File: config.mk
export PLATFORM = sky130hd
export DESIGN_NAME = tcp_conn_state_tracker
export DESIGN_NICKNAME = d
export VERILOG_FILES = /design/src/rtl/tcst_pkg.sv /design/src/rtl/tcst_ram.sv /design/src/rtl/tcst_next.sv /design/src/rtl/tcp_conn_state_tracker.sv
export SDC_FILE = /design/constraint.sdc
export NUM_CORES = 1
export LEC_CHECK = 0
export BUFFER_PORTS_ARGS = -buffer_cell sky130_fd_sc_hd__buf_2
export CELL_PAD_IN_SITES_DETAIL_PLACEMENT = 1
export CELL_PAD_IN_SITES_GLOBAL_PLACEMENT = 1
export CORE_AREA = 2 2 271 541
export CTS_CLUSTER_DIAMETER = 50
export DETAILED_ROUTE_END_ITERATION = 12
export DIE_AREA = 0 0 273 543
export HOLD_SLACK_MARGIN = 0.05
export PLACE_DENSITY_LB_ADDON = 0.08
export SYNTH_ARGS = -nofsm -noshare
export SYNTH_HDL_FRONTEND = slang
export SYNTH_SLANG_ARGS = --single-unit
export TNS_END_PERCENT = 30
File: constraint.sdc
create_clock -name clk -period 17.25 [get_ports clk]
set_input_delay 0.8625 -clock clk [delete_from_list [all_inputs] [get_ports clk]]
set_output_delay 0.8625 -clock clk [all_outputs]
set_load 0.01 [all_outputs]
File: src/rtl/tcst_pkg.sv
`timescale 1ns / 1ps
`default_nettype none

package tcst_pkg;

	localparam int TCST_NUM_CONNS = 256;

	localparam logic [1:0] OP_PACKET = 2'd0;
	localparam logic [1:0] OP_NEW    = 2'd1;
	localparam logic [1:0] OP_CLEAR  = 2'd2;

	localparam logic [3:0] ST_NO = 4'd0;
	localparam logic [3:0] ST_SS = 4'd1;
	localparam logic [3:0] ST_SR = 4'd2;
	localparam logic [3:0] ST_ES = 4'd3;
	localparam logic [3:0] ST_FW = 4'd4;
	localparam logic [3:0] ST_CW = 4'd5;
	localparam logic [3:0] ST_LA = 4'd6;
	localparam logic [3:0] ST_TW = 4'd7;
	localparam logic [3:0] ST_CL = 4'd8;
	localparam logic [3:0] ST_S2 = 4'd9;

	typedef enum logic [2:0] {
		CLS_SYN    = 3'd0,
		CLS_SYNACK = 3'd1,
		CLS_FIN    = 3'd2,
		CLS_ACK    = 3'd3,
		CLS_RST    = 3'd4,
		CLS_NONE   = 3'd5
	} flag_cls_t;

	typedef struct packed {
		logic [1:0] operation;
		logic [7:0] conn_index;
		logic       direction;
		logic [3:0] tcp_flags;
	} in_item_t;

	typedef struct packed {
		logic [3:0]  next_state;
		logic        state_changed;
		logic        timeout_valid;
		logic [13:0] timeout_seconds;
	} result_t;

	localparam logic [13:0] TIMEOUT_TBL [10] = '{
		14'd0, 14'd60, 14'd60, 14'd10800, 14'd120, 14'd60, 14'd30, 14'd120, 14'd10, 14'd60
	};

	localparam logic [3:0] NEXT_TBL [2][6][10] = '{
		'{
			'{ST_SS, ST_SS, ST_SR, ST_ES, ST_FW, ST_CW, ST_LA, ST_SS, ST_SS, ST_S2},
			'{ST_NO, ST_SS, ST_SR, ST_ES, ST_FW, ST_CW, ST_LA, ST_TW, ST_CL, ST_SR},
			'{ST_NO, ST_SS, ST_FW, ST_FW, ST_LA, ST_LA, ST_LA, ST_TW, ST_CL, ST_S2},
			'{ST_ES, ST_S2, ST_ES, ST_ES, ST_CW, ST_CW, ST_TW, ST_TW, ST_CL, ST_S2},
			'{ST_NO, ST_CL, ST_CL, ST_CL, ST_CL, ST_CL, ST_CL, ST_CL, ST_CL, ST_CL},
			'{ST_NO, ST_CL, ST_CL, ST_CL, ST_CL, ST_CL, ST_CL, ST_CL, ST_CL, ST_CL}
		},
		'{
			'{ST_NO, ST_S2, ST_SR, ST_ES, ST_FW, ST_CW, ST_LA, ST_TW, ST_CL, ST_S2},
			'{ST_NO, ST_SR, ST_SR, ST_ES, ST_FW, ST_CW, ST_LA, ST_TW, ST_CL, ST_SR},
			'{ST_NO, ST_SS, ST_FW, ST_FW, ST_LA, ST_LA, ST_LA, ST_TW, ST_CL, ST_S2},
			'{ST_NO, ST_SS, ST_SR, ST_ES, ST_CW, ST_CW, ST_TW, ST_TW, ST_CL, ST_S2},
			'{ST_NO, ST_CL, ST_CL, ST_CL, ST_CL, ST_CL, ST_CL, ST_CL, ST_CL, ST_CL},
			'{ST_NO, ST_SS, ST_SR, ST_ES, ST_FW, ST_CW, ST_LA, ST_TW, ST_CL, ST_S2}
		}
	};

endpackage

`default_nettype wire

File: src/rtl/tcst_ram.sv
`timescale 1ns / 1ps
`default_nettype none

module tcst_ram #(
	parameter int WIDTH = 4,
	parameter int DEPTH = 256,
	localparam int AW = (DEPTH > 1) ? $clog2(DEPTH) : 1
) (
	input  wire logic             clk,
	input  wire logic             we,
	input  wire logic [AW-1:0]    waddr,
	input  wire logic [WIDTH-1:0] wdata,
	input  wire logic [AW-1:0]    raddr,
	output logic      [WIDTH-1:0] rdata
);

	logic [WIDTH-1:0] mem [DEPTH];

	always_ff @(posedge clk) begin
		if (we) begin
			mem[waddr] <= wdata;
		end
		rdata <= mem[raddr];
	end

endmodule

`default_nettype wire

File: src/rtl/tcst_next.sv
`timescale 1ns / 1ps
`default_nettype none

module tcst_next
	import tcst_pkg::*;
(
	input  wire logic [1:0] operation,
	input  wire logic       direction,
	input  wire logic [3:0] tcp_flags,
	input  wire logic [3:0] old_state,
	output result_t         res
);

	flag_cls_t  cls;
	logic [3:0] cur;
	logic [3:0] now;

	always_comb begin
		priority if (tcp_flags[2]) begin
			cls = CLS_RST;
		end else if (tcp_flags[1]) begin
			cls = tcp_flags[3] ? CLS_SYNACK : CLS_SYN;
		end else if (tcp_flags[0]) begin
			cls = CLS_FIN;
		end else if (tcp_flags[3]) begin
			cls = CLS_ACK;
		end else begin
			cls = CLS_NONE;
		end
	end

	// Codes above the last state are looked up as CLOSE.
	assign cur = (old_state > ST_S2) ? ST_CL : old_state;

	always_comb begin
		res = '0;
		now = old_state;
		unique case (operation)
			OP_PACKET: begin
				now = NEXT_TBL[direction][cls][cur];
				res.timeout_valid = 1'b1;
				res.timeout_seconds = TIMEOUT_TBL[now];
			end
			OP_NEW: begin
				if (old_state == ST_NO) begin
					now = ST_SS;
				end
			end
			OP_CLEAR: begin
				now = ST_NO;
			end
			default: begin
				now = old_state;
			end
		endcase
		res.next_state = now;
		res.state_changed = (now != old_state);
	end

endmodule

`default_nettype wire

File: src/rtl/tcp_conn_state_tracker.sv
`timescale 1ns / 1ps
`default_nettype none

// Tracks the TCP state of NUM_CONNS connections and takes one item per clock
// cycle whenever busy is low. The result of an item is driven for one cycle,
// marked by result_valid, from the s2 result register that follows the s1
// item register and the registered RAM read; the receiver cannot hold it off.
// The state store is a single-port-write RAM with a registered read, and
// back-to-back items to the same connection are served by forwarding the
// last written state. After reset the block holds busy high while it writes
// NONE to every entry.
module tcp_conn_state_tracker
	import tcst_pkg::*;
#(
	parameter int NUM_CONNS = TCST_NUM_CONNS
) (
	input  wire logic     clk,
	input  wire logic     arst_n,
	input  wire logic     start,
	output logic          busy,
	input  wire in_item_t item,
	output logic          result_valid,
	output result_t       result
);

	localparam int AW = (NUM_CONNS > 1) ? $clog2(NUM_CONNS) : 1;
	localparam int CW = ((AW > 8) ? AW : 8) + 1;

	logic          accept;
	logic          in_range;
	logic          valid_s1;
	in_item_t      item_s1;
	logic          inrange_s1;
	logic          fwd_s1;
	logic [3:0]    fwd_state_s1;
	logic          result_valid_s2;
	result_t       result_s2;
	logic          clr_active_q;
	logic [AW-1:0] clr_cnt_q;
	logic [3:0]    ram_rdata;
	logic [3:0]    old_state;
	logic          ram_we;
	logic [AW-1:0] ram_waddr;
	logic [3:0]    ram_wdata;
	result_t       next_res;

	assign busy = clr_active_q;
	assign accept = start && !busy;
	assign in_range = CW'(item.conn_index) < CW'(NUM_CONNS);

	assign ram_we = clr_active_q || (valid_s1 && inrange_s1);
	assign ram_waddr = clr_active_q ? clr_cnt_q : AW'(item_s1.conn_index);
	assign ram_wdata = clr_active_q ? ST_NO : next_res.next_state;

	tcst_ram #(
		.WIDTH(4),
		.DEPTH(NUM_CONNS)
	) u_store (
		.clk  (clk),
		.we   (ram_we),
		.waddr(ram_waddr),
		.wdata(ram_wdata),
		.raddr(AW'(item.conn_index)),
		.rdata(ram_rdata)
	);

	assign old_state = fwd_s1 ? fwd_state_s1 : ram_rdata;

	tcst_next u_next (
		.operation(item_s1.operation),
		.direction(item_s1.direction),
		.tcp_flags(item_s1.tcp_flags),
		.old_state(old_state),
		.res      (next_res)
	);

	always_ff @(posedge clk or negedge arst_n) begin
		if (!arst_n) begin
			valid_s1 <= 1'b0;
			result_valid_s2 <= 1'b0;
			clr_active_q <= 1'b1;
			clr_cnt_q <= '0;
		end else begin
			valid_s1 <= accept;
			result_valid_s2 <= valid_s1;
			if (clr_active_q) begin
				clr_cnt_q <= clr_cnt_q + AW'(1);
				if (clr_cnt_q == AW'(NUM_CONNS - 1)) begin
					clr_active_q <= 1'b0;
				end
			end
		end
	end

	always_ff @(posedge clk) begin
		if (accept) begin
			item_s1 <= item;
			inrange_s1 <= in_range;
			fwd_s1 <= valid_s1 && inrange_s1 && (item.conn_index == item_s1.conn_index);
			fwd_state_s1 <= next_res.next_state;
		end
		if (valid_s1) begin
			result_s2 <= inrange_s1 ? next_res : '0;
		end
	end

	assign result_valid = result_valid_s2;
	assign result = result_s2;

	a_no_result_while_clearing: assert property (@(posedge clk) disable iff (!arst_n)
		busy |-> !result_valid)
		else $error("result delivered during the clearing pass");

	a_result_follows_item: assert property (@(posedge clk) disable iff (!arst_n)
		(start && !busy) |-> ##2 result_valid)
		else $error("accepted item gave no result");

	a_state_code_legal: assert property (@(posedge clk) disable iff (!arst_n)
		result_valid |-> (result.next_state <= ST_S2))
		else $error("result state code out of range");

	a_timeout_only_for_packets: assert property (@(posedge clk) disable iff (!arst_n)
		(result_valid && !result.timeout_valid) |-> (result.timeout_seconds == 14'd0))
		else $error("timeout reported without timeout_valid");

endmodule

`default_nettype wire

[After elaboration in Yosys (flattened, before gate mapping)]
Memory sizes are Yosys's and may differ from the RTL's. A register that Yosys moved wholly into a read port is not among the register bits.
Cells that the tools add are included.
Storage, ports and cells
  memory bits (writable): 1024
  ROM bits: 224
  output and inout bits: 22
  register bits: 51
  word-level logic and storage cells: 64
  input port bits: 18
  memories: 2
  latch bits: 0
Cells by class
  $lt $le $gt $ge: 5
  eq/ne operators: 5
  bitwise gates (word level): 4
  multiplexer cells: 27
  shift operators: 0
  add/subtract/negate cells: 1
  divide/modulo/power cells: 0
  multiply operators: 0
  reductions and logical operators: 6
Memory list
  u_store.mem: words 256, width 4, rd ports 1, clocked after memory_dff 1, wr ports 1, line tcst_ram.sv:17  | logic [WIDTH-1:0] mem [DEPTH];
  (no name shown): words 16, width 14, rd ports 1, clocked after memory_dff 0, wr ports 0, line tcst_next.sv:42  | res.timeout_seconds = TIMEOUT_TBL[now];
Operators by type and width (number)
  $mux W240: 2
  $mux W237: 1
  $bmux W40 S3: 1
  $mux W40: 2
  $mux W14: 2
  $mux W4: 6
  $bmux W4 S4: 1
  $mux W15: 1
  $mux W3: 4
  $pmux W4 S3: 1
  $ge A5 B5 Y1 const B: 2
  $not A4 Y5: 2
  $add A8 B1 Y8 const B: 1
  $eq A8 B8 Y1: 1
  $eq A8 B8 Y1 const B: 1
  $mux W8: 1
  $mux W1: 5
  $ge A4 B4 Y1 const B: 1
  $gt A4 B4 Y1 const B: 1
  $logic_not A4 Y1: 1
  $ne A4 B4 Y1: 1
  $not A3 Y4: 1
  $eq A2 B1 Y1 const B: 1
  $eq A2 B2 Y1 const B: 1
  other kinds (6): 7

[Logic depth before layout (Yosys ltp)]
Gate-level depths: netlist of the first run.
  depth in word-level cells: 16
  depth in mapped cells: 12
  gate-level depth less buffers: 10

[Cells and area by module]
From an unflattened synthesis of the first run, not the netlist that was laid out.
Second synthesis, totals
  cell total of the unflattened synthesis: 2282
  area total of the unflattened synthesis: 43404.1 um^2
By module, submodules not included
  tcst_ram: times used 1, sequential area each 30829.6 um^2, area each 40675.3 um^2, cells each 2051
  tcp_conn_state_tracker: times used 1, sequential area each 1477.7 um^2, area each 1900.6 um^2, cells each 103
  tcst_next: times used 1, sequential area each 0.0 um^2, area each 828.3 um^2, cells each 128

[Worst setup path after synthesis of the first run]
Ideal clock, no wire load.
  path type: flip-flop to flip-flop
  from: register fwd_s1
  to: memory u_store.mem[0][1] (data pin)
  path buffers: 1
  setup slack: 11.284 ns
  cell stages (with the launch flop): 9
  library setup time: 0.869 ns
  arrival: 5.097 ns
  clock period less this slack: 5.966 ns
  data required time: 16.381 ns
  cell sequence: edfxtp_1 buf_2 o211ai_1 o211ai_1 nor4_1 o311a_1 inv_1 o21ai_0 and2_1
RTL lines
  from (decl): line tcp_conn_state_tracker.sv:34  | logic fwd_s1;
  from (signal assigned): line tcp_conn_state_tracker.sv:99  | fwd_s1 <= valid_s1 && inrange_s1 && (item.conn_index == item_s1.conn_index);
  to (decl): line tcst_ram.sv:17

==> metrics.txt, run 1 <==
Setup Skew=26.8 ps; Async SR Flop Fraction=0.0103; layout cell share with drive strength beyond 1=0.198; worst endpoint required time=17590 ps; max_slew headroom=0.161; status=finished clean; CTS H-tree depth=3; leakage power total=0.0150 uW; Worst EP arrival=6250 ps; Global Route Usage Sum=0.186; # Max-Cap Violations=0; largest net degree at the start of global routing=189; Hold WC Path Type=input port to flip-flop; port buffer count=34; first-pass GRT wire length=193 mm; WL/cell=31.4 um; VDD IR max=77.0 uV; Synth Area per Inst=18.5 sq um; I/O pin count=40; clock share of power=0.399; CTS Sinks=1072; Tcrit/Tclk final=0.343; sequential element share of the synthesized area=0.746; RSZ-0062 raised after global routing=false; DRT antenna net count=0; Synth cell types=68; Pwr per Cell Area=117 nW/um^2; HPWL after DPL=88.2 mm; worst skew pair latency=700 ps; clock buffer depth=3; Comb power frac=0.077; Hold Crit Start=item[14]; reg2reg start=fwd_s1$_DFFE_PP_; drt first pass iters=5; DRT Wirelength=137 mm; Final #Nets=2399; sequential fraction of design power=0.524; CTS root buf=clkbuf_16; Cell Int Power=4320 uW; # DRC=0; pre-CTS WS=11090 ps; Sw Share=0.243; FMAX=169 MHz; count of final hold-check violations=0; mapped cell area=43000 sq um; initial antenna violation count=2; Synth Warn #=0; die area=148000 sq um; setup ws final=11340 ps; aggregate global routing overflow=0; Via Count=22000; Slew @ Worst Pin=1250 ps; Post-synth EDFFs=1057; vias per inst=5.05; Cells after Synth=2330; count of pins over their slew limit=0; kind of end point of the critical path=flip-flop; synthesis-stage register bit count=1072; Die W=273 um; # fillers=14300; crit path kind=flip-flop to flip-flop; Most used DFF post-synth=edfxtp_1; Area Overhead vs Synth=12.9%; Iter 0 DRT Violations=1523; core area=144000 sq um; GPL Wtd Cong=0.791; Die H=543 um; Post-CTS Setup Bufs=0; Storage cell area=32100 sq um; Initial Util=0.299; total CTS buffers=102; crit path launch=fwd_s1$_DFFE_PP_; number of global-route vias before repair=24900; min Tclk post-route=5910 ps; setup TNS=0 ps; num rows=197; Reg clk slew, reported paths=60 ps; Max Fanout on Critical Path=93; multi-input logic area=10100 sq um; setup violators final=0; CTS tree=built; Psw=1390 uW; CP Launch Type=flip-flop
==> worst paths after layout <==
kind / endpoint / depth (start not counted) / slack, ps
max in group asynchronous: busy$_DFF_PN1_ / 2 / 16330
hold / removal: item_s1[14]$_DFFE_PP_ / 1 / 350
setup / recovery: u_store.mem[245][1]$_DFFE_PP_ / 9 / 11340
setup reg to reg: u_store.mem[245][1]$_DFFE_PP_ / 9 / 11340
min in group asynchronous: result_valid$_DFF_PN0_ / 2 / 600
hold reg to reg: clr_cnt_q[6]$_DFFE_PN0P_ / 1 / 560
==> through the flow <==
stage	hold slack (ps)	util	std cells	area [sq um]	total power, uW
detailed placement	541	0.314	4162	45300	3500
floorplan	505	-	2334	43100	3310
finish	348	0.338	4353	48600	5710
global route	326	0.338	4353	48600	5880
CTS	295	0.338	4352	48600	5790
global placement	536	0.314	4162	45300	3490
==> layer usage <==
metal	vias up	global-route usage	wire (um)
met5	-	0	0
met1	12000	0.194	48900
li1	9512	-	-
met3	153	0.0189	3080
met4	0	0.0563	3790
met2	327	0.379	80700
==> synth_stat cells, drive strengths merged (9+ instances only) <==
master  count  area share
dfrtp      10      0.0058
edfxtp   1057        0.74
buf        72       0.011
nor2      295       0.026
clkbuf     74      0.0065
nand3      15      0.0017
a21oi      56      0.0065
a22oi      41      0.0072
xnor2      14      0.0028
nor2b       9      0.0013
mux4      217        0.11
nor3       25      0.0029
nand2      82      0.0072
mux2i     107       0.025
o221ai     42      0.0085
o22ai      21      0.0031
inv        22      0.0019
o21ai      23      0.0027
and2       10      0.0015
nor4       11      0.0017
==> cells in the final DEF (no fill, tap or decap), drive strengths merged, types with 9 or more instances in the layout <==
cell type | Yosys | layout
mux2i | 107 | 107
clkbuf | 74 | 120
o221ai | 42 | 42
xnor2 | 14 | 14
nor3 | 25 | 25
nand2 | 82 | 82
o22ai | 21 | 21
buf | 72 | 84
dfrtp | 10 | 10
nand3 | 15 | 15
a22oi | 41 | 41
o21ai | 23 | 23
inv | 22 | 33
edfxtp | 1057 | 1057
nor4 | 11 | 11
a21oi | 56 | 56
mux4 | 217 | 217
nor2 | 295 | 295
clkinv | 0 | 40
nor2b | 9 | 9
clkinvlp | 0 | 11
and2 | 10 | 10
==> sequential cells by signal, indices dropped and copies added (netlist names) <==
signal         count
clr_cnt_q          8
u_store.rdata      4
result_valid       1
fwd_state_s1       4
valid_s1           1
fwd_s1             1
item_s1           15
busy               1
result            13
u_store.mem     1024
==> area by class of cell <==
type                       count  area share
sequential                  1072       0.660
multi-input combinational   1094       0.208
clock buffer                 120      0.0554
tap                         1890      0.0487
clock inverter                69      0.0129
timing repair buffer          85      0.0126
inverter                      22     0.00170
antenna                        1   0.0000515
==> logic make-up after synthesis <==
logic type                 share of synthesized area
muxes                                          0.141
DFF                                            0.746
buffers and inverters                         0.0197
xor gates and xnor gates                     0.00346
AOI/OAI and AO/OA                             0.0419
adders and majority gates                    0.00116
other                                      0.0000871
and+or+nand+nor                               0.0472
==> power by group through the flow <==
stage	Combinational [uW]	Clock, uW	Sequential (uW)
final	438	2280	2990
after global routing	474	2420	2990
after CTS	458	2340	2990
after detailed placement	457	0	3050
after global placement	446	0	3050
after floorplan	245	0	3070
==> timing repair <==
action                                  CTS  global route
endpoints found under the setup margin    0             0
hold buffers                              1             0
resized for setup                         0             0
endpoints found under the hold margin    10             0
==> worst max-delay path, cell delays in order, from the launching register on <==
cell,delay (ps)
edfxtp_1,630
mux2_2,460
o21a_1,220
o311ai_0,480
o311a_1,440
inv_1,110
o21ai_0,370
and2_4,840
buf_4,870
buf_4,890
(Power assumes the default switching activity.)
==> inputs of run 2 (changes only) <==
==> constraint.sdc (replaced) <==
create_clock -name clk -period 5.4 [get_ports clk]
set_input_delay 0.27 -clock clk [delete_from_list [all_inputs] [get_ports clk]]
set_output_delay 0.27 -clock clk [all_outputs]
set_load 0.01 [all_outputs]
==> run 2 against run 1 <==
Sequential share of layout area decreased by 0.88 points. Clock skew decreased by 6.8 ps. Critical endpoint is now u_store.mem[93][1]$_DFFE_PP_. Combinational power increased to 3.4 times the previous value. Utilization grew 0.46 points. Clock power rose to 3.3 times the previous value. Fmax rose by 47%. Routed wire length grew 0.38%. Highest routed layer is now met5. Largest power group unchanged. Power rose to 3.2 times the previous value.
==> metrics.txt, run 2 (same netlist as run 1, synthesis figures left out) <==
setup violators final=0 (unchanged); slowest CP cell=o32ai_1 (was buf_4); post-cts gate resize count=0 (unchanged); most frequent cells in the layout=edfxtp_1 (1057), nor2_1 (294), mux4_2 (217), mux2i_1 (107), clkbuf_16 (103) (was edfxtp_1 (1057), nor2_1 (294), mux4_2 (217), mux2i_1 (107), clkbuf_16 (104)); # DRC=0 (unchanged); first-pass GRT wire length=193 mm (about the same); CTS Hold Buffers Added=11 (was 1); worst endpoint required time=5750 ps (was 17590 ps); Area Overhead vs Synth=14.5% (was 12.9%); Via Count=22300 (was 22000); count of final hold-check violations=0 (unchanged); setup ws final=1370 ps (was 11340 ps); Largest Register=u_store.mem (unchanged); CP Cell Sequence=inv_1, o32ai_1, nand2_1, nor2_1 (was mux2_2, o21a_1, o311ai_0, o311a_1, inv_1, o21ai_0, and2_4, buf_4, buf_4); DRT Wirelength=137 mm (about the same); Storage cell area=32100 sq um (unchanged); WL/cell=31.2 um (was 31.4 um); Die W=273 um (unchanged); total CTS buffers=102 (unchanged); die area=148000 sq um (unchanged); # fillers=14400 (was 14300); commonest non-fill, non-tap cell in the layout=edfxtp_1 (unchanged); Buf/Inv on CP=1 (was 3); GPL Wtd Cong=0.791 (about the same); Top delay family on crit path=simple AND/OR/NAND/NOR gates (was buffers and inverters); num rows=197 (unchanged); Setup Skew=20.0 ps (was 26.8 ps); Pwr per Cell Area=376 nW/um^2 (was 117 nW/um^2); CTS root buf=clkbuf_16 (unchanged); Max Fanout on Critical Path=28 (was 93); FMAX=248 MHz (was 169 MHz); number of global-route vias before repair=24900 (about the same); Reg clk slew, reported paths=70 ps (was 60 ps); min Tclk post-route=4030 ps (was 5910 ps); multi-input logic area=10100 sq um (about the same); Post-CTS Setup Bufs=0 (unchanged); VDD IR max=250 uV (was 77.0 uV); clock buffer depth=3 (unchanged); largest net degree at the start of global routing=115 (was 189); RSZ-0062 raised after global routing=false (unchanged); crit path kind=flip-flop to flip-flop (unchanged); CTS H-tree depth=3 (unchanged); Die H=543 um (unchanged); Slew @ Worst Pin=1280 ps (was 1250 ps); status=finished clean (unchanged); CTS Sinks=1072 (unchanged); max_slew headroom=0.136 (was 0.161); Final #Nets=2437 (was 2399); Final Non-Filler Cells=4393 (was 4353); I/O pin count=40 (unchanged); CP Launch Type=flip-flop (unchanged); Inst Count DP=4190 (was 4162); vias per inst=5.07 (was 5.05); leakage power total=0.0153 uW (was 0.0150 uW); Iter 0 DRT Violations=1413 (was 1523); Tcrit/Tclk final=0.746 (was 0.343); worst skew pair latency=700 ps (about the same); drt first pass iters=5 (unchanged); kind of end point of the critical path=flip-flop (unchanged); Global Route Usage Sum=0.186 (about the same); DRT antenna net count=0 (unchanged); pre-CTS WS=960 ps (was 11090 ps); aggregate global routing overflow=0 (unchanged); layout cell share with drive strength beyond 1=0.204 (was 0.198); Initial Util=0.299 (unchanged); port buffer count=34 (unchanged); core area=144000 sq um (unchanged); Worst path max stage delay=1050 ps (was 890 ps); Largest regs=u_store.mem (1024), item_s1 (15), result (13) (unchanged); count of pins over their slew limit=0 (unchanged); Worst EP arrival=4380 ps (was 6250 ps); initial antenna violation count=10 (was 2); CTS tree=built (unchanged); Hold WC Path Type=input port to flip-flop (unchanged); HPWL after DPL=90.4 mm (was 88.2 mm); # Max-Cap Violations=0 (unchanged); max reg flops=1024 (unchanged)
[run 2: changes by cell type in the layout (fill, tap and decap cells not counted), sizes merged]
| cell | before | now |
|---|---|---|
| buf | 84 | 112 |
| bufinv | 7 | 14 |
| clkbuf | 120 | 125 |
| clkinv | 40 | 37 |
| clkinvlp | 11 | 9 |
| dlygate4sd3 | 1 | 11 |
| inv | 33 | 28 |
[run 2: worst register-to-register path, delay by kind of cell (launching register included)]
family / cells / cell delay (ps)
simple gates: 2 / 1350
flops: 1 / 900
compound gates: 1 / 1060
buf+inv: 1 / 370
[run 2: where the power goes]
group	internal, uW	switching, uW	leakage, uW
clock network	4240	3260	0.00166
logic	403	1070	0.00382
registers	9500	45.1	0.00984
[run 2: final timing paths]
check	from	end	slack [ps]	cells after the start
min	item[12]	item_s1[12]$_DFFE_PP_	90	1
max	busy$_DFF_PN1_	u_store.mem[93][1]$_DFFE_PP_	1370	4
max reg2reg	busy$_DFF_PN1_	u_store.mem[93][1]$_DFFE_PP_	1370	4
min in group asynchronous	arst_n	busy$_DFF_PN1_	650	3
max in group asynchronous	arst_n	result_valid$_DFF_PN0_	3790	4
min reg2reg	clr_cnt_q[6]$_DFFE_PN0P_	clr_cnt_q[6]$_DFFE_PN0P_	560	1
[run 2: cell type report]
| cell class | instances | area share |
|---|---|---|
| flip-flops and latches | 1072 | 0.652 |
| clock inverters | 66 | 0.0156 |
| multi-input cells | 1094 | 0.206 |
| repair buffers | 123 | 0.0226 |
| clock buffers | 125 | 0.0546 |
| well taps | 1890 | 0.0480 |
| inverters | 22 | 0.00168 |
| diodes | 1 | 0.0000508 |
[run 2: stage by stage]
| stage | power (uW) | setup TNS, ps | hold WS [ps] | utilization | cell area [sq um] |
|---|---|---|---|---|---|
| floorplan | 10600 | -209990 | -25.6 | - | 43100 |
| global placement | 11200 | 0 | 166 | 0.317 | 45700 |
| detailed placement | 11200 | 0 | 166 | 0.317 | 45700 |
| CTS | 18800 | 0 | 55.7 | 0.342 | 49300 |
| global route | 19100 | 0 | 52.0 | 0.342 | 49300 |
| finish | 18500 | 0 | 92.9 | 0.342 | 49300 |
[run 2: metal layers]
metal	GRT usage	share of wire	vias up
met2	0.383	0.60	457
met4	0.0530	0.026	4
met3	0.0228	0.031	156
met1	0.192	0.35	12100
li1	-	-	9577
met5	0	0.00015	-
